[src/euler_face_half_step_flux_top_macros.svh]
// Assertion macros for the face half-step flux block
`ifndef EULER_FACE_HALF_STEP_FLUX_TOP_MACROS_SVH
`define EULER_FACE_HALF_STEP_FLUX_TOP_MACROS_SVH

// same-cycle implication, reset masks the check
`define EFH_ASSERT_IMP(lbl, ante, cons, msg) \
    lbl: assert property (@(posedge clk) disable iff (!rst_n) (ante) |-> (cons)) \
        else $error(msg);

// next-cycle implication, reset masks the check
`define EFH_ASSERT_NXT(lbl, ante, cons, msg) \
    lbl: assert property (@(posedge clk) disable iff (!rst_n) (ante) |=> (cons)) \
        else $error(msg);

`endif

[src/efh_pkg.sv]
// Shared types, constants and microprogram for the face half-step flux block
package efh_pkg;

    localparam int FRAC_BITS = 16;
    localparam int DW        = 32;
    localparam int NUM_W     = DW + FRAC_BITS;
    localparam int CNT_W     = $clog2(NUM_W + 1);
    localparam int RF_DEPTH  = 32;
    localparam int NSTEPS    = 37;

    localparam logic [30:0] TIME_STEP_RST  = 31'd655;
    localparam logic [30:0] HEAT_RATIO_RST = 31'd91750;

    localparam logic CFG_TIME_STEP  = 1'b0;
    localparam logic CFG_HEAT_RATIO = 1'b1;

    typedef logic [4:0] rid_t;
    typedef logic [5:0] step_t;

    // register file slots
    localparam rid_t R_W0  = 5'd0;
    localparam rid_t R_W1  = 5'd1;
    localparam rid_t R_W2  = 5'd2;
    localparam rid_t R_W3  = 5'd3;
    localparam rid_t R_RHO = 5'd4;
    localparam rid_t R_U   = 5'd5;
    localparam rid_t R_V   = 5'd6;
    localparam rid_t R_E   = 5'd7;
    localparam rid_t R_Q   = 5'd8;
    localparam rid_t R_KE  = 5'd9;
    localparam rid_t R_P   = 5'd10;
    localparam rid_t R_EP  = 5'd11;
    localparam rid_t R_FX0 = 5'd12;
    localparam rid_t R_FX1 = 5'd13;
    localparam rid_t R_FX2 = 5'd14;
    localparam rid_t R_FX3 = 5'd15;
    localparam rid_t R_GY0 = 5'd16;
    localparam rid_t R_GY1 = 5'd17;
    localparam rid_t R_GY2 = 5'd18;
    localparam rid_t R_GY3 = 5'd19;
    localparam rid_t R_FL0 = 5'd20;
    // operand sources outside the register file
    localparam rid_t S_JAC = 5'd28;
    localparam rid_t S_M0  = 5'd29;
    localparam rid_t S_M1  = 5'd30;
    localparam rid_t S_GM1 = 5'd31;

    localparam step_t STEP_FLUX = 6'd21;
    localparam step_t STEP_LAST = 6'(NSTEPS - 1);

    typedef enum logic [2:0] {
        OP_ADD,
        OP_SUB,
        OP_MUL,
        OP_MULH,
        OP_DIV
    } alu_op_t;

    typedef enum logic [1:0] {
        ALU_IDLE,
        ALU_RND,
        ALU_DIV,
        ALU_FIN
    } alu_state_t;

    typedef enum logic [3:0] {
        ST_IDLE,
        ST_IN_MUL1,
        ST_IN_WAIT1,
        ST_IN_MUL2,
        ST_IN_WAIT2,
        ST_IN_WB,
        ST_CHK_RD,
        ST_CHK,
        ST_RD,
        ST_EX,
        ST_WAIT,
        ST_OUT_RD,
        ST_OUT_LD,
        ST_OUT
    } seq_state_t;

    typedef struct packed {
        alu_op_t op;
        rid_t    dst;
        rid_t    a;
        rid_t    b;
    } instr_t;

    typedef struct packed {
        logic               start;
        alu_op_t            op;
        logic signed [31:0] a;
        logic signed [31:0] b;
    } alu_req_t;

    typedef struct packed {
        logic               done;
        logic signed [31:0] res;
        logic signed [63:0] wide;
    } alu_rsp_t;

    function automatic logic signed [31:0] sat32(input logic signed [65:0] v);
        logic signed [31:0] r;
        if (v > 66'sd2147483647)
            r = 32'sh7FFFFFFF;
        else if (v < -66'sd2147483648)
            r = 32'sh80000000;
        else
            r = v[31:0];
        return r;
    endfunction

    // compute microprogram: primitive quantities, then fluxes, then rotation
    function automatic instr_t prog(input step_t step);
        instr_t i;
        step_t  off;
        rid_t   k;
        off = step - STEP_FLUX;
        k   = rid_t'(off[3:2]);
        i   = '{op: OP_ADD, dst: R_Q, a: R_Q, b: R_Q};
        if (step < STEP_FLUX) begin
            case (step)
                6'd0:    i = '{op: OP_DIV,  dst: R_RHO, a: R_W0,  b: S_JAC};
                6'd1:    i = '{op: OP_DIV,  dst: R_U,   a: R_W1,  b: R_W0};
                6'd2:    i = '{op: OP_DIV,  dst: R_V,   a: R_W2,  b: R_W0};
                6'd3:    i = '{op: OP_DIV,  dst: R_E,   a: R_W3,  b: S_JAC};
                6'd4:    i = '{op: OP_MUL,  dst: R_Q,   a: R_U,   b: R_U};
                6'd5:    i = '{op: OP_MUL,  dst: R_KE,  a: R_V,   b: R_V};
                6'd6:    i = '{op: OP_ADD,  dst: R_Q,   a: R_Q,   b: R_KE};
                6'd7:    i = '{op: OP_MULH, dst: R_KE,  a: R_RHO, b: R_Q};
                6'd8:    i = '{op: OP_SUB,  dst: R_P,   a: R_E,   b: R_KE};
                6'd9:    i = '{op: OP_MUL,  dst: R_P,   a: S_GM1, b: R_P};
                6'd10:   i = '{op: OP_ADD,  dst: R_EP,  a: R_E,   b: R_P};
                6'd11:   i = '{op: OP_MUL,  dst: R_FX0, a: R_RHO, b: R_U};
                6'd12:   i = '{op: OP_MUL,  dst: R_FX1, a: R_FX0, b: R_U};
                6'd13:   i = '{op: OP_ADD,  dst: R_FX1, a: R_FX1, b: R_P};
                6'd14:   i = '{op: OP_MUL,  dst: R_FX2, a: R_FX0, b: R_V};
                6'd15:   i = '{op: OP_MUL,  dst: R_FX3, a: R_EP,  b: R_U};
                6'd16:   i = '{op: OP_MUL,  dst: R_GY0, a: R_RHO, b: R_V};
                6'd17:   i = '{op: OP_MUL,  dst: R_GY1, a: R_GY0, b: R_U};
                6'd18:   i = '{op: OP_MUL,  dst: R_GY2, a: R_GY0, b: R_V};
                6'd19:   i = '{op: OP_ADD,  dst: R_GY2, a: R_GY2, b: R_P};
                6'd20:   i = '{op: OP_MUL,  dst: R_GY3, a: R_EP,  b: R_V};
                default: i = '{op: OP_ADD,  dst: R_Q,   a: R_Q,   b: R_Q};
            endcase
        end else begin
            // four steps per component: m0*F, m1*G, sum, times J
            case (off[1:0])
                2'd0:    i = '{op: OP_MUL, dst: R_FL0 + k, a: S_M0,      b: R_FX0 + k};
                2'd1:    i = '{op: OP_MUL, dst: R_GY0 + k, a: S_M1,      b: R_GY0 + k};
                2'd2:    i = '{op: OP_ADD, dst: R_FL0 + k, a: R_FL0 + k, b: R_GY0 + k};
                default: i = '{op: OP_MUL, dst: R_FL0 + k, a: R_FL0 + k, b: S_JAC};
            endcase
        end
        return i;
    endfunction

endpackage

[src/efh_alu.sv]
// Shared arithmetic unit: saturating add/sub, rounded multiply, radix-2 divider
module efh_alu
    import efh_pkg::*;
(
    input  logic     clk,
    input  logic     rst_n,
    input  alu_req_t req,
    output alu_rsp_t rsp
);

    alu_state_t         state_reg, state_next;
    logic               done_reg, done_next;
    logic signed [31:0] res_reg, res_next;
    logic signed [63:0] wide_reg, wide_next;
    logic signed [63:0] prod_reg, prod_next;
    logic               sh1_reg, sh1_next;
    logic               neg_reg, neg_next;
    logic [NUM_W-1:0]   num_reg, num_next;
    logic [NUM_W-1:0]   quo_reg, quo_next;
    logic [31:0]        den_reg, den_next;
    logic [31:0]        rem_reg, rem_next;
    logic [CNT_W-1:0]   cnt_reg, cnt_next;

    logic [31:0]        mag_a, mag_b;
    logic signed [63:0] rnd;
    logic [32:0]        rem_sh;
    logic signed [NUM_W:0] qs;

    always_ff @(posedge clk or negedge rst_n) begin
        if (!rst_n) begin
            state_reg <= ALU_IDLE;
            done_reg  <= 1'b0;
        end else begin
            state_reg <= state_next;
            done_reg  <= done_next;
        end
    end

    always_ff @(posedge clk) begin
        res_reg  <= res_next;
        wide_reg <= wide_next;
        prod_reg <= prod_next;
        sh1_reg  <= sh1_next;
        neg_reg  <= neg_next;
        num_reg  <= num_next;
        quo_reg  <= quo_next;
        den_reg  <= den_next;
        rem_reg  <= rem_next;
        cnt_reg  <= cnt_next;
    end

    always_comb begin
        state_next = state_reg;
        done_next  = 1'b0;
        res_next   = res_reg;
        wide_next  = wide_reg;
        prod_next  = prod_reg;
        sh1_next   = sh1_reg;
        neg_next   = neg_reg;
        num_next   = num_reg;
        quo_next   = quo_reg;
        den_next   = den_reg;
        rem_next   = rem_reg;
        cnt_next   = cnt_reg;
        mag_a      = req.a[31] ? 32'(-req.a) : 32'(req.a);
        mag_b      = req.b[31] ? 32'(-req.b) : 32'(req.b);
        rnd        = sh1_reg
                   ? (prod_reg + (64'sd1 <<< FRAC_BITS)) >>> (FRAC_BITS + 1)
                   : (prod_reg + (64'sd1 <<< (FRAC_BITS - 1))) >>> FRAC_BITS;
        rem_sh     = {rem_reg, num_reg[NUM_W-1]};
        qs         = neg_reg ? -$signed({1'b0, quo_reg}) : $signed({1'b0, quo_reg});

        case (state_reg)
            ALU_IDLE: begin
                if (req.start) begin
                    case (req.op)
                        OP_ADD: begin
                            res_next  = sat32(66'(req.a) + 66'(req.b));
                            done_next = 1'b1;
                        end
                        OP_SUB: begin
                            res_next  = sat32(66'(req.a) - 66'(req.b));
                            done_next = 1'b1;
                        end
                        OP_MUL, OP_MULH: begin
                            prod_next  = req.a * req.b;
                            sh1_next   = (req.op == OP_MULH);
                            state_next = ALU_RND;
                        end
                        OP_DIV: begin
                            neg_next   = req.a[31] ^ req.b[31];
                            num_next   = {mag_a, {FRAC_BITS{1'b0}}};
                            den_next   = mag_b;
                            rem_next   = '0;
                            quo_next   = '0;
                            cnt_next   = '0;
                            state_next = ALU_DIV;
                        end
                        default: begin
                            done_next = 1'b1;
                        end
                    endcase
                end
            end
            ALU_RND: begin
                wide_next  = rnd;
                res_next   = sat32(66'(rnd));
                done_next  = 1'b1;
                state_next = ALU_IDLE;
            end
            ALU_DIV: begin
                // one quotient bit per cycle, remainder stays below divisor
                if (rem_sh >= {1'b0, den_reg}) begin
                    rem_next = 32'(rem_sh - {1'b0, den_reg});
                    quo_next = {quo_reg[NUM_W-2:0], 1'b1};
                end else begin
                    rem_next = rem_sh[31:0];
                    quo_next = {quo_reg[NUM_W-2:0], 1'b0};
                end
                num_next = {num_reg[NUM_W-2:0], 1'b0};
                cnt_next = cnt_reg + 1'b1;
                if (cnt_reg == CNT_W'(NUM_W - 1))
                    state_next = ALU_FIN;
            end
            ALU_FIN: begin
                res_next   = sat32(66'(qs));
                done_next  = 1'b1;
                state_next = ALU_IDLE;
            end
            default: state_next = ALU_IDLE;
        endcase
    end

    assign rsp = '{done: done_reg, res: res_reg, wide: wide_reg};

endmodule

[config.mk]
export PLATFORM = sky130hd
export DESIGN_NAME = efh_alu
export DESIGN_NICKNAME = d
export VERILOG_FILES = /design/src/euler_face_half_step_flux_top_macros.svh /design/src/efh_pkg.sv /design/src/efh_alu.sv
export SDC_FILE = /design/constraint.sdc
export NUM_CORES = 2
export LEC_CHECK = 0
export BUFFER_PORTS_ARGS = -buffer_cell sky130_fd_sc_hd__buf_4
export CORE_MARGIN = 2
export CORE_UTILIZATION = 55
export CTS_CLUSTER_DIAMETER = 100
export DETAILED_ROUTE_END_ITERATION = 12
export GPL_TIMING_DRIVEN = 0
export PLACE_DENSITY = 0.79
export SLEW_MARGIN = 30
export SYNTH_ARGS = -nofsm -noshare
export SYNTH_HDL_FRONTEND = slang
export SYNTH_SLANG_ARGS = --single-unit
[constraint.sdc]
create_clock -name clk -period 12.97 [get_ports clk]
set_input_delay 1.9455 -clock clk [delete_from_list [all_inputs] [get_ports clk]]
set_output_delay 1.9455 -clock clk [all_outputs]
set_load 0.02 [all_outputs]
==> metrics.yaml <==
status: "finished, final reports clean"
finalMaxSlewViolations: 0
htreeDepth: 2
antenna_found_initial: 14
synthesis.nets: 7681
clkLatencyLatePin_ns: 0.59
critPathLaunch: "req[31]"
critical_path_required_ns: 13.21
layout_common_cells: "1250 x inv_1, 1084 x fa_1, 673 x nand2_1, 493 x and2_1, 342 x nor2_1"
drt_pass1_iterations: 9
startpoint_type: "input pin"
syn_area_um2: 57000
grt.total_usage_pct: 40.9
hold_viol_final: 0
min_period_over_period_pct: 96.0
grt_max_degree: 48
netlist-cell-type-count: 81
routed_via_density: 6.04
drtIter0Drc: 5030
r2r_setup_slack_ns: 7.21
cpMostUsedCell: "fa_1"
cp_max_fo: 10
rsz0062_at_grt: "false"
detailroute.via_count: 47600
rows: 118
root_buffer: "clkbuf_16"
cts-resized-gates: 0
rr_endpoint: "res_reg[0]"
drcViolationCount: 0
die_area_um2: 106000
coreArea_um2: 103000
ys_ff_latch: 284
cts-buffers-inserted: 35
final_common_cell: "inv_1"
cts_tree: "yes"
place.gp.congestion: 1.05
syn2layout_area_growth_pct: 7.72
synth_edf_count: 281
overflow: 0
yosys_warnings: 0
regToRegStartpoint: "prod_reg[19]"
synth_flop_cell: "edfxtp_1"
crit_arrival_ns: 12.69
fin_nets: 7901
finalInstanceArea_um2: 61500
clock_sinks: 284
relSlewSlack_pct: 23.6
routed_wl_um: 216000
async_flop_share_pct: 1.06
hold_buffers: 0
slowest_delay_ns: 0.83
hp-class: "reg -> reg"
boundaryPins: 167
avgSynthCellArea_um2: 9.14
start_util_pct: 55.3
port_buffers: 166
slowest_stage: "clkbuf_1"
grt_pass1_wl_um: 316000
drive_gt1_share_pct: 4.93
fin_worst_skew_ns: 0.0244
fmax_mhz: 80.3
cts_setup_buffers: 0
first_global_vias: 47500
period_minus_slack_ns: 12.45
die_x_um: 326
dpl_cell_area_um2: 60300
wl_per_cell_um: 27.4
cp-endpoint: "prod_reg[62]"
hpwlAfterDp_um: 184000
reg2reg_depth: 12
antenna_left: 0
clockBufferDepth: 3
fp.dieH_um: 326
cts.clk_slew.worst_paths_ns: 0.05
seq_area_frac_synth_pct: 14.9
cap_violations: 0
setup_viol_count_final: 0
largest_reg_flops: 49
synthCells: 6244
tightest_slew_ns: 1.15
end_kind: "flop"
worstSetupPathType: "in -> reg"
-- kinds of logic after synthesis --
family | count (synthesis) | synth area share (%)
AND/OR/NAND/NOR | 1898 | 16.3
adder cells (fa/ha/maj) | 1367 | 44.2
XOR/XNOR | 267 | 4.10
buffers and inverters | 1624 | 10.9
AO/OA/AOI/OAI | 769 | 8.92
multiplexers | 35 | 0.618
flip-flops | 284 | 14.9
-- worst min path at each step --
stage                           start  slack, ns           to  cells after the start
after floorplan           num_reg[17]       0.50  num_reg[18]                      2
after global placement    num_reg[45]       0.51  num_reg[46]                      2
after detailed placement  num_reg[34]       0.51  num_reg[35]                      2
after CTS                 num_reg[34]       0.53  num_reg[35]                      2
after global routing      num_reg[23]       0.55  num_reg[24]                      2
final                     num_reg[34]       0.53  num_reg[35]                      2
-- critical path, delay by kind of cell --
kind | cells | cell delay [ns]
buffers and inverters | 7 | 2.29
AOI/OAI and AO/OA | 6 | 2.40
and+or+nand+nor | 4 | 1.10
adders and majority gates | 9 | 4.89
-- cell type report --
cell class | instances | area (um^2)
sequential | 284 | 8510
antenna | 7 | 17.5
timing repair buffer | 183 | 1470
clock buffer | 41 | 898
buffer | 368 | 1490
tap | 1380 | 1730
multi-input combinational | 4336 | 42400
clock inverter | 22 | 231
fill | 9019 | 41700
inverter | 1256 | 4710
-- metal layers --
metal  up-vias  routed length [um]  share of wire (%)  global-route usage (%)
met5         -                  73              0.034                       0
met4        10               20900                9.7                    31.4
met3       808               25100                 12                    10.8
met2      3031               93600                 43                    60.7
met1     23900               76300                 35                    51.4
li1      19900                   -                  -                       -
-- stage by stage --
step	setup WS, ns	cells	TNS [ns]	hold WS (ns)	utilization, %
after global routing	0.146	7873	0	0.555	59.5
final	0.522	7877	0	0.526	59.5
after detailed placement	0.137	7807	0	0.514	58.4
after global placement	-0.526	7790	-1.02	0.507	58.2
after CTS	0.714	7870	0	0.527	59.5
after floorplan	2.83	6244	0	0.496	-
-- Yosys cell counts (11+ instances only) --
cell type | instances | area [um^2]
o41ai_1 | 15 | 131
nor4_1 | 19 | 119
fa_1 | 1084 | 21700
o211ai_1 | 29 | 218
and2_1 | 493 | 3080
buf_4 | 17 | 128
xor2_1 | 104 | 911
or4_1 | 13 | 97.6
nor2b_1 | 19 | 119
nand2b_1 | 38 | 238
a21boi_0 | 16 | 120
a21oi_1 | 154 | 771
and4_1 | 15 | 131
xnor2_1 | 163 | 1430
a31oi_1 | 29 | 181
o31a_1 | 12 | 105
a32oi_1 | 20 | 175
clkbuf_1 | 327 | 1230
or3_1 | 33 | 206
a221o_1 | 11 | 110
ha_1 | 283 | 3540
nand2_1 | 673 | 2530
a21o_1 | 58 | 435
o21bai_1 | 20 | 150
nor2_1 | 344 | 1290
o21ai_0 | 181 | 906
o21a_1 | 30 | 225
o21ai_1 | 16 | 80.1
nand4_1 | 36 | 225
a211oi_1 | 34 | 255
o31ai_1 | 43 | 323
edfxtp_1 | 281 | 8440
and3_1 | 28 | 175
inv_1 | 1251 | 4700
nor3_1 | 71 | 355
a311oi_1 | 18 | 158
nand3_1 | 79 | 395
mux2i_1 | 33 | 330
Power is not shown: default switching activity piles up to over one toggle a cycle in this logic, so the estimate is an artifact.
