$ cat config.mk
export PLATFORM = sky130hd
export DESIGN_NAME = efh_seq
export DESIGN_NICKNAME = d
export VERILOG_FILES = /design/src/euler_face_half_step_flux_top_macros.svh /design/src/efh_pkg.sv /design/src/efh_seq.sv
export SDC_FILE = /design/constraint.sdc
export NUM_CORES = 2
export LEC_CHECK = 0
export BUFFER_PORTS_ARGS = -buffer_cell sky130_fd_sc_hd__buf_2
export CAP_MARGIN = 30
export CORE_ASPECT_RATIO = 2
export CORE_UTILIZATION = 30
export DETAILED_ROUTE_END_ITERATION = 10
export GPL_TIMING_DRIVEN = 0
export PLACE_DENSITY = 0.56
export SLEW_MARGIN = 10
export SYNTH_ARGS = -nofsm -noshare
export SYNTH_HDL_FRONTEND = slang
export SYNTH_SLANG_ARGS = --single-unit
export TNS_END_PERCENT = 1
$ cat constraint.sdc
create_clock -name clk -period 10.89 [get_ports clk]
set_clock_uncertainty 0.05 [all_clocks]
set_input_delay 2.178 -clock clk [delete_from_list [all_inputs] [get_ports clk]]
set_output_delay 2.178 -clock clk [all_outputs]
set_load 0.005 [all_outputs]
$ cat src/euler_face_half_step_flux_top_macros.svh
// Assertion macros for the face half-step flux block
`ifndef EULER_FACE_HALF_STEP_FLUX_TOP_MACROS_SVH
`define EULER_FACE_HALF_STEP_FLUX_TOP_MACROS_SVH

// same-cycle implication, reset masks the check
`define EFH_ASSERT_IMP(lbl, ante, cons, msg) \
    lbl: assert property (@(posedge clk) disable iff (!rst_n) (ante) |-> (cons)) \
        else $error(msg);

// next-cycle implication, reset masks the check
`define EFH_ASSERT_NXT(lbl, ante, cons, msg) \
    lbl: assert property (@(posedge clk) disable iff (!rst_n) (ante) |=> (cons)) \
        else $error(msg);

`endif

$ cat src/efh_pkg.sv
// Shared types, constants and microprogram for the face half-step flux block
package efh_pkg;

    localparam int FRAC_BITS = 16;
    localparam int DW        = 32;
    localparam int NUM_W     = DW + FRAC_BITS;
    localparam int CNT_W     = $clog2(NUM_W + 1);
    localparam int RF_DEPTH  = 32;
    localparam int NSTEPS    = 37;

    localparam logic [30:0] TIME_STEP_RST  = 31'd655;
    localparam logic [30:0] HEAT_RATIO_RST = 31'd91750;

    localparam logic CFG_TIME_STEP  = 1'b0;
    localparam logic CFG_HEAT_RATIO = 1'b1;

    typedef logic [4:0] rid_t;
    typedef logic [5:0] step_t;

    // register file slots
    localparam rid_t R_W0  = 5'd0;
    localparam rid_t R_W1  = 5'd1;
    localparam rid_t R_W2  = 5'd2;
    localparam rid_t R_W3  = 5'd3;
    localparam rid_t R_RHO = 5'd4;
    localparam rid_t R_U   = 5'd5;
    localparam rid_t R_V   = 5'd6;
    localparam rid_t R_E   = 5'd7;
    localparam rid_t R_Q   = 5'd8;
    localparam rid_t R_KE  = 5'd9;
    localparam rid_t R_P   = 5'd10;
    localparam rid_t R_EP  = 5'd11;
    localparam rid_t R_FX0 = 5'd12;
    localparam rid_t R_FX1 = 5'd13;
    localparam rid_t R_FX2 = 5'd14;
    localparam rid_t R_FX3 = 5'd15;
    localparam rid_t R_GY0 = 5'd16;
    localparam rid_t R_GY1 = 5'd17;
    localparam rid_t R_GY2 = 5'd18;
    localparam rid_t R_GY3 = 5'd19;
    localparam rid_t R_FL0 = 5'd20;
    // operand sources outside the register file
    localparam rid_t S_JAC = 5'd28;
    localparam rid_t S_M0  = 5'd29;
    localparam rid_t S_M1  = 5'd30;
    localparam rid_t S_GM1 = 5'd31;

    localparam step_t STEP_FLUX = 6'd21;
    localparam step_t STEP_LAST = 6'(NSTEPS - 1);

    typedef enum logic [2:0] {
        OP_ADD,
        OP_SUB,
        OP_MUL,
        OP_MULH,
        OP_DIV
    } alu_op_t;

    typedef enum logic [1:0] {
        ALU_IDLE,
        ALU_RND,
        ALU_DIV,
        ALU_FIN
    } alu_state_t;

    typedef enum logic [3:0] {
        ST_IDLE,
        ST_IN_MUL1,
        ST_IN_WAIT1,
        ST_IN_MUL2,
        ST_IN_WAIT2,
        ST_IN_WB,
        ST_CHK_RD,
        ST_CHK,
        ST_RD,
        ST_EX,
        ST_WAIT,
        ST_OUT_RD,
        ST_OUT_LD,
        ST_OUT
    } seq_state_t;

    typedef struct packed {
        alu_op_t op;
        rid_t    dst;
        rid_t    a;
        rid_t    b;
    } instr_t;

    typedef struct packed {
        logic               start;
        alu_op_t            op;
        logic signed [31:0] a;
        logic signed [31:0] b;
    } alu_req_t;

    typedef struct packed {
        logic               done;
        logic signed [31:0] res;
        logic signed [63:0] wide;
    } alu_rsp_t;

    function automatic logic signed [31:0] sat32(input logic signed [65:0] v);
        logic signed [31:0] r;
        if (v > 66'sd2147483647)
            r = 32'sh7FFFFFFF;
        else if (v < -66'sd2147483648)
            r = 32'sh80000000;
        else
            r = v[31:0];
        return r;
    endfunction

    // compute microprogram: primitive quantities, then fluxes, then rotation
    function automatic instr_t prog(input step_t step);
        instr_t i;
        step_t  off;
        rid_t   k;
        off = step - STEP_FLUX;
        k   = rid_t'(off[3:2]);
        i   = '{op: OP_ADD, dst: R_Q, a: R_Q, b: R_Q};
        if (step < STEP_FLUX) begin
            case (step)
                6'd0:    i = '{op: OP_DIV,  dst: R_RHO, a: R_W0,  b: S_JAC};
                6'd1:    i = '{op: OP_DIV,  dst: R_U,   a: R_W1,  b: R_W0};
                6'd2:    i = '{op: OP_DIV,  dst: R_V,   a: R_W2,  b: R_W0};
                6'd3:    i = '{op: OP_DIV,  dst: R_E,   a: R_W3,  b: S_JAC};
                6'd4:    i = '{op: OP_MUL,  dst: R_Q,   a: R_U,   b: R_U};
                6'd5:    i = '{op: OP_MUL,  dst: R_KE,  a: R_V,   b: R_V};
                6'd6:    i = '{op: OP_ADD,  dst: R_Q,   a: R_Q,   b: R_KE};
                6'd7:    i = '{op: OP_MULH, dst: R_KE,  a: R_RHO, b: R_Q};
                6'd8:    i = '{op: OP_SUB,  dst: R_P,   a: R_E,   b: R_KE};
                6'd9:    i = '{op: OP_MUL,  dst: R_P,   a: S_GM1, b: R_P};
                6'd10:   i = '{op: OP_ADD,  dst: R_EP,  a: R_E,   b: R_P};
                6'd11:   i = '{op: OP_MUL,  dst: R_FX0, a: R_RHO, b: R_U};
                6'd12:   i = '{op: OP_MUL,  dst: R_FX1, a: R_FX0, b: R_U};
                6'd13:   i = '{op: OP_ADD,  dst: R_FX1, a: R_FX1, b: R_P};
                6'd14:   i = '{op: OP_MUL,  dst: R_FX2, a: R_FX0, b: R_V};
                6'd15:   i = '{op: OP_MUL,  dst: R_FX3, a: R_EP,  b: R_U};
                6'd16:   i = '{op: OP_MUL,  dst: R_GY0, a: R_RHO, b: R_V};
                6'd17:   i = '{op: OP_MUL,  dst: R_GY1, a: R_GY0, b: R_U};
                6'd18:   i = '{op: OP_MUL,  dst: R_GY2, a: R_GY0, b: R_V};
                6'd19:   i = '{op: OP_ADD,  dst: R_GY2, a: R_GY2, b: R_P};
                6'd20:   i = '{op: OP_MUL,  dst: R_GY3, a: R_EP,  b: R_V};
                default: i = '{op: OP_ADD,  dst: R_Q,   a: R_Q,   b: R_Q};
            endcase
        end else begin
            // four steps per component: m0*F, m1*G, sum, times J
            case (off[1:0])
                2'd0:    i = '{op: OP_MUL, dst: R_FL0 + k, a: S_M0,      b: R_FX0 + k};
                2'd1:    i = '{op: OP_MUL, dst: R_GY0 + k, a: S_M1,      b: R_GY0 + k};
                2'd2:    i = '{op: OP_ADD, dst: R_FL0 + k, a: R_FL0 + k, b: R_GY0 + k};
                default: i = '{op: OP_MUL, dst: R_FL0 + k, a: R_FL0 + k, b: S_JAC};
            endcase
        end
        return i;
    endfunction

endpackage

$ cat src/efh_seq.sv
// Sequencer with register file: half-step intake, flux microprogram, result output
module efh_seq
    import efh_pkg::*;
(
    input  logic           clk,
    input  logic           rst_n,
    input  logic           s_tvalid,
    output logic           s_tready,
    input  logic [255:0]   s_tdata,
    input  logic [3:0]     s_tuser,
    output logic           m_tvalid,
    input  logic           m_tready,
    output logic [63:0]    m_tdata,
    output logic [2:0]     m_tuser,
    output logic           m_tlast,
    input  logic [30:0]    time_step,
    input  logic [30:0]    heat_ratio,
    output alu_req_t       alu_req,
    input  alu_rsp_t       alu_rsp
);

    seq_state_t         state_reg, state_next;
    logic [1:0]         loaded_reg, loaded_next;
    step_t              step_reg, step_next;
    logic [1:0]         k_reg, k_next;
    logic               fault_reg, fault_next;

    logic [1:0]         comp_reg, comp_next;
    logic signed [31:0] dfx_reg, dfx_next;
    logic signed [31:0] dgy_reg, dgy_next;
    logic signed [31:0] jac_reg, jac_next;
    logic signed [31:0] m0_reg, m0_next;
    logic signed [31:0] m1_reg, m1_next;
    logic signed [65:0] acc_reg, acc_next;

    logic [1:0]         o_comp_reg, o_comp_next;
    logic [31:0]        o_half_reg, o_half_next;
    logic [31:0]        o_flux_reg, o_flux_next;
    logic               o_fault_reg, o_fault_next;
    logic               o_last_reg, o_last_next;

    logic [31:0]        rf [RF_DEPTH];
    logic [31:0]        rd_a_reg, rd_b_reg;
    rid_t               rd_a_addr, rd_b_addr, rf_waddr;
    logic               rf_we;
    logic [31:0]        rf_wdata;

    instr_t             inst;
    logic signed [31:0] opa, opb, gm1, dt;

    always_ff @(posedge clk or negedge rst_n) begin
        if (!rst_n) begin
            state_reg  <= ST_IDLE;
            loaded_reg <= 2'd0;
            step_reg   <= '0;
            k_reg      <= 2'd0;
            fault_reg  <= 1'b0;
        end else begin
            state_reg  <= state_next;
            loaded_reg <= loaded_next;
            step_reg   <= step_next;
            k_reg      <= k_next;
            fault_reg  <= fault_next;
        end
    end

    always_ff @(posedge clk) begin
        comp_reg    <= comp_next;
        dfx_reg     <= dfx_next;
        dgy_reg     <= dgy_next;
        jac_reg     <= jac_next;
        m0_reg      <= m0_next;
        m1_reg      <= m1_next;
        acc_reg     <= acc_next;
        o_comp_reg  <= o_comp_next;
        o_half_reg  <= o_half_next;
        o_flux_reg  <= o_flux_next;
        o_fault_reg <= o_fault_next;
        o_last_reg  <= o_last_next;
    end

    // register file: one write, two registered reads
    always_ff @(posedge clk) begin
        if (rf_we)
            rf[rf_waddr] <= rf_wdata;
        rd_a_reg <= rf[rd_a_addr];
        rd_b_reg <= rf[rd_b_addr];
    end

    assign inst = prog(step_reg);
    assign dt   = $signed({1'b0, time_step});
    assign gm1  = sat32($signed({35'd0, heat_ratio}) - (66'sd1 <<< FRAC_BITS));

    always_comb begin
        case (inst.a)
            S_JAC:   opa = jac_reg;
            S_M0:    opa = m0_reg;
            S_M1:    opa = m1_reg;
            S_GM1:   opa = gm1;
            default: opa = rd_a_reg;
        endcase
        case (inst.b)
            S_JAC:   opb = jac_reg;
            S_M0:    opb = m0_reg;
            S_M1:    opb = m1_reg;
            S_GM1:   opb = gm1;
            default: opb = rd_b_reg;
        endcase
    end

    always_comb begin
        state_next   = state_reg;
        loaded_next  = loaded_reg;
        step_next    = step_reg;
        k_next       = k_reg;
        fault_next   = fault_reg;
        comp_next    = comp_reg;
        dfx_next     = dfx_reg;
        dgy_next     = dgy_reg;
        jac_next     = jac_reg;
        m0_next      = m0_reg;
        m1_next      = m1_reg;
        acc_next     = acc_reg;
        o_comp_next  = o_comp_reg;
        o_half_next  = o_half_reg;
        o_flux_next  = o_flux_reg;
        o_fault_next = o_fault_reg;
        o_last_next  = o_last_reg;
        rf_we        = 1'b0;
        rf_waddr     = R_W0;
        rf_wdata     = '0;
        rd_a_addr    = R_W0;
        rd_b_addr    = R_W0;
        alu_req      = '{start: 1'b0, op: OP_ADD, a: '0, b: '0};
        s_tready     = 1'b0;
        m_tvalid     = 1'b0;

        case (state_reg)
            ST_IDLE: begin
                s_tready = 1'b1;
                if (s_tvalid) begin
                    comp_next  = s_tuser[3:2];
                    acc_next   = 66'($signed(s_tdata[31:0]));
                    dfx_next   = sat32(66'($signed(s_tdata[63:32]))
                                     - 66'($signed(s_tdata[95:64])));
                    dgy_next   = sat32(66'($signed(s_tdata[127:96]))
                                     - 66'($signed(s_tdata[159:128])));
                    jac_next   = s_tdata[191:160];
                    m0_next    = s_tdata[223:192];
                    m1_next    = s_tdata[255:224];
                    state_next = ST_IN_MUL1;
                end
            end
            ST_IN_MUL1: begin
                alu_req    = '{start: 1'b1, op: OP_MULH, a: dt, b: dfx_reg};
                state_next = ST_IN_WAIT1;
            end
            ST_IN_WAIT1: begin
                if (alu_rsp.done) begin
                    acc_next   = acc_reg + 66'(alu_rsp.wide);
                    state_next = ST_IN_MUL2;
                end
            end
            ST_IN_MUL2: begin
                alu_req    = '{start: 1'b1, op: OP_MULH, a: dt, b: dgy_reg};
                state_next = ST_IN_WAIT2;
            end
            ST_IN_WAIT2: begin
                if (alu_rsp.done) begin
                    acc_next   = acc_reg + 66'(alu_rsp.wide);
                    state_next = ST_IN_WB;
                end
            end
            ST_IN_WB: begin
                rf_we    = 1'b1;
                rf_waddr = R_W0 + rid_t'(comp_reg);
                rf_wdata = sat32(acc_reg);
                if (comp_reg != 2'd3) begin
                    if (loaded_reg != 2'd3)
                        loaded_next = loaded_reg + 2'd1;
                    state_next = ST_IDLE;
                end else begin
                    loaded_next = 2'd0;
                    state_next  = ST_CHK_RD;
                end
            end
            ST_CHK_RD: begin
                rd_a_addr  = R_W0;
                state_next = ST_CHK;
            end
            ST_CHK: begin
                fault_next = (jac_reg == 32'sd0) || (rd_a_reg == 32'd0);
                k_next     = 2'd0;
                step_next  = '0;
                if ((jac_reg == 32'sd0) || (rd_a_reg == 32'd0))
                    state_next = ST_OUT_RD;
                else
                    state_next = ST_RD;
            end
            ST_RD: begin
                rd_a_addr  = inst.a;
                rd_b_addr  = inst.b;
                state_next = ST_EX;
            end
            ST_EX: begin
                alu_req    = '{start: 1'b1, op: inst.op, a: opa, b: opb};
                state_next = ST_WAIT;
            end
            ST_WAIT: begin
                if (alu_rsp.done) begin
                    rf_we    = 1'b1;
                    rf_waddr = inst.dst;
                    rf_wdata = alu_rsp.res;
                    if (step_reg == STEP_LAST) begin
                        k_next     = 2'd0;
                        state_next = ST_OUT_RD;
                    end else begin
                        step_next  = step_reg + 6'd1;
                        state_next = ST_RD;
                    end
                end
            end
            ST_OUT_RD: begin
                rd_a_addr  = R_W0 + rid_t'(k_reg);
                rd_b_addr  = R_FL0 + rid_t'(k_reg);
                state_next = ST_OUT_LD;
            end
            ST_OUT_LD: begin
                o_comp_next  = k_reg;
                o_half_next  = rd_a_reg;
                o_flux_next  = fault_reg ? 32'd0 : rd_b_reg;
                o_fault_next = fault_reg;
                o_last_next  = (k_reg == 2'd3);
                state_next   = ST_OUT;
            end
            ST_OUT: begin
                m_tvalid = 1'b1;
                if (m_tready) begin
                    if (k_reg == 2'd3) begin
                        state_next = ST_IDLE;
                    end else begin
                        k_next     = k_reg + 2'd1;
                        state_next = ST_OUT_RD;
                    end
                end
            end
            default: state_next = ST_IDLE;
        endcase
    end

    assign m_tdata = {o_flux_reg, o_half_reg};
    assign m_tuser = {o_fault_reg, o_comp_reg};
    assign m_tlast = o_last_reg;

endmodule

==> impl_metrics.yaml <==
synth:
  yosysSeqAreaShare: 0.5768
  synth_edf_count: 1320
  synthTopCellsByArea: "edfxtp_1 55%, nand2_1 10%, nand3_1 4.3%"
  yosys_warnings: 0
  ys_ff_latch: 1397
  yosys.area.top_type: "edfxtp_1"
  avgSynthCellArea_sq_um: 10.26
  synth_cell_type_count: 87
  async_flop_share: 0.009306
  synth_area_sq_um: 71510
  netlist.area_leader.share: 0.5543
  synthCells: 6969
  ys.flop_type: "edfxtp_1"
floorplan:
  start_util: 0.3016
  die-height_um: 692.5
  fp.coreArea_sq_um: 237100
  die-width_um: 347.2
  ios: 561
  die-area_sq_um: 240400
  rows: 253
layout:
  layout.nets: 8505
  syn_to_final_growth_pct: 20.07
  fin_util: 0.3621
  drive_gt1_frac: 0.1524
  multi_input_area_sq_um: 28700
  area.sequential_sq_um: 41240
  largest_register_ffs: 1024
  fillers: 23600
sta:
  min_period_ps: 7877
  setup_ws_ps: 3013
  finalHoldViolCount: 0
  timing.slew.headroom: 0.2200
  finalCritPeriodShare: 0.7233
  tightest_slew_ps: 1137
  setup_violations: 0
  rsz0062_at_grt: "false"
  maxSlewViolCount: 0
  max_freq_mhz: 127.0
clock_network:
  postCtsHoldBufs: 0
  insertion_delay_ps: 880
  cts_tree: "yes"
  cts-resized-gates: 0
  cts_root_buf: "clkbuf_16"
  postCtsSetupBuffers: 0
  cts_buffers: 148
  clockBufferDepth: 4
  htreeDepth: 4
  clk_pin_slew_worst_paths_ps: 70
  cts_sinks: 1397
grt:
  grt_first_pass_wirelength_mm: 490.6
  overflow: 0
  grt_pass1_vias: 63950
  grt_antenna_before_repair: 40
  grt_max_degree: 60
  track_usage: 0.2960
setup_path:
  critical_path.top_delay_family: "buffers and inverters"
  slowest_stage: "buf_1"
  critical_path_class: "flip-flop to output pin"
  worstPathCellList: "inv_1, ha_1, clkbuf_1, nand2b_1, a21o_1, o21ai_1, o21ai_1, o21ai_2, buf_2, buf_1, nand2_1, o211ai_1, o21ai_0, mux2i_1, o21ai_0, buf_2"
  crit_path_start_kind: "flip-flop"
  critPathMaxStageDelay_ps: 760
  cp_max_fo: 12
  worst-endpoint-arrival_ps: 5650
  end_kind: "output pin"
  regToRegSetupSlack_ps: 4220
  cp.required_ps: 8660
  cp_num_buf_inv: 5
pwr:
  ir_worst_vdd_v: 0.0001494
  p_int_mw: 11.58
  power.density_nw_per_um2: 215.9
  switching_share: 0.3756
  power_switching_mw: 6.965
  seqPwrFrac: 0.402
  combPwrFrac: 0.320
  pwr-share-clk: 0.278
  finalPower_mw: 18.54
  leakage_nw: 31.97
flow_run:
  cap_violations: 0
routing:
  drtIter0Drc: 6252
  dr.pass1.iters: 6
  drcViolationCount: 0
  drt_wl_total_mm: 367.4
  via_per_inst: 5.658
  ant_nets: 0
  post_drt_wl_per_cell_um: 32.99
  vias: 63020
place:
  gp_congestion: 1.039
  dp_hpwl_mm: 297.5
  io_buffer_count: 558
  dp_worst_setup_slack_ps: 3571
status:
  status: "finished clean"
worst_hold_path:
  hp-class: "flip-flop to flip-flop"
[logic make-up (layout without fill, tap and decap cells)]
family / after synthesis / after routing / share of synthesized area
DFF: 1397 / 1397 / 0.5768
AOI/OAI and AO/OA: 1395 / 1395 / 0.1232
and+or+nand+nor: 3064 / 3064 / 0.1863
muxes: 230 / 230 / 0.03568
buffers and inverters: 606 / 1553 / 0.03625
adders and majority gates: 146 / 146 / 0.02586
other: 1 / 163 / 0.00005244
xor gates and xnor gates: 130 / 130 / 0.01592
[cells in the mapped netlist, drive strengths merged (23+ instances only)]
cell / count
dfxtp: 64
a211oi: 58
a22oi: 41
clkbuf: 241
nand2: 1904
a31oi: 207
a21o: 67
nand2b: 24
buf: 238
ha: 143
nor2: 140
nand3: 617
inv: 126
nor3: 51
nor4: 64
and3: 79
o21bai: 23
a32oi: 130
o21ai: 325
o211ai: 31
xor2: 57
edfxtp: 1320
nand4: 42
nor2b: 58
a21oi: 359
o22ai: 37
or4: 33
mux2i: 208
o31ai: 24
xnor2: 73
[metrics by stage]
stage / setup TNS (ps) / cell area, sq um / hold WS, ps / cells
global route: 0 / 85810 / 463.7 / 11120
CTS: 0 / 85670 / 450.7 / 11090
global placement: -39870 / 78610 / 434.3 / 10710
detailed placement: 0 / 80990 / 434.1 / 10840
floorplan: 0 / 71990 / 380.3 / 7096
finish: 0 / 85860 / 456.1 / 11140
[layout make-up]
type                    count  area share
multi-input cells        5093      0.3342
flip-flops and latches   1397      0.4804
diodes                     35    0.001020
clock buffers             179     0.04587
inverters                 127    0.005552
well taps                3060     0.04459
plain buffers             479     0.02473
clock inverters            78    0.008685
repair buffers            690     0.05497
[per-layer routing]
metal | GRT usage | wire [um] | up-vias
met5 | 0.0004041 | 150 | -
met3 | 0.05865 | 23880 | 1599
li1 | - | - | 27400
met4 | 0.3221 | 46610 | 22
met1 | 0.2441 | 104700 | 30310
met2 | 0.5533 | 192100 | 3689
[power by group through the flow]
stage | Sequential, mW | Combinational, mW | Clock (mW)
global placement | 7.70 | 5.37 | 0
CTS | 7.45 | 5.81 | 5.19
finish | 7.46 | 5.93 | 5.15
detailed placement | 7.57 | 5.78 | 0
global route | 7.48 | 6.21 | 5.34
floorplan | 7.25 | 3.11 | 0
[worst paths after layout]
| kind | startpoint | endpoint | cells past startpoint |
|---|---|---|---|
| setup / recovery | step_reg[1] | alu_req[60] | 16 |
| hold / removal | rd_a_reg[10] | o_half_reg[10] | 0 |
| setup reg to reg | step_reg[0] | rd_b_reg[31] | 14 |
| hold reg to reg | rd_a_reg[10] | o_half_reg[10] | 0 |
| max in group asynchronous | rst_n | state_reg[1] | 1 |
| min in group asynchronous | rst_n | step_reg[0] | 1 |
[placed cells by master (no fill, tap or decap), types with 27 or more instances in the layout]
| master | netlist | routed |
|---|---|---|
| nand2_1 | 1902 | 1902 |
| edfxtp_1 | 1320 | 1320 |
| buf_2 | 164 | 727 |
| nand3_1 | 617 | 617 |
| a21oi_1 | 357 | 357 |
| o21ai_0 | 300 | 269 |
| clkbuf_1 | 241 | 260 |
| mux2i_1 | 208 | 208 |
| a31oi_1 | 207 | 206 |
| clkbuf_16 | 0 | 152 |
| ha_1 | 143 | 143 |
| a32oi_1 | 130 | 130 |
| conb_1 | 1 | 128 |
| inv_1 | 125 | 125 |
| nor2_1 | 140 | 116 |
| and3_1 | 79 | 79 |
| xnor2_1 | 73 | 73 |
| a21o_1 | 67 | 66 |
| dfxtp_1 | 64 | 64 |
| nor4_1 | 64 | 63 |
| a211oi_1 | 57 | 57 |
| xor2_1 | 57 | 57 |
| nor2b_1 | 56 | 56 |
| buf_4 | 26 | 53 |
| buf_1 | 46 | 44 |
| nand4_1 | 42 | 42 |
| nor3_1 | 50 | 42 |
| buf_12 | 0 | 42 |
| a22oi_1 | 39 | 38 |
| o22ai_1 | 37 | 37 |
| diode_2 | 0 | 35 |
| or4_1 | 33 | 33 |
| o211ai_1 | 31 | 31 |
| clkinv_2 | 0 | 29 |
| buf_6 | 2 | 28 |
| buf_8 | 0 | 27 |
Power figures use the tool's default switching activity.
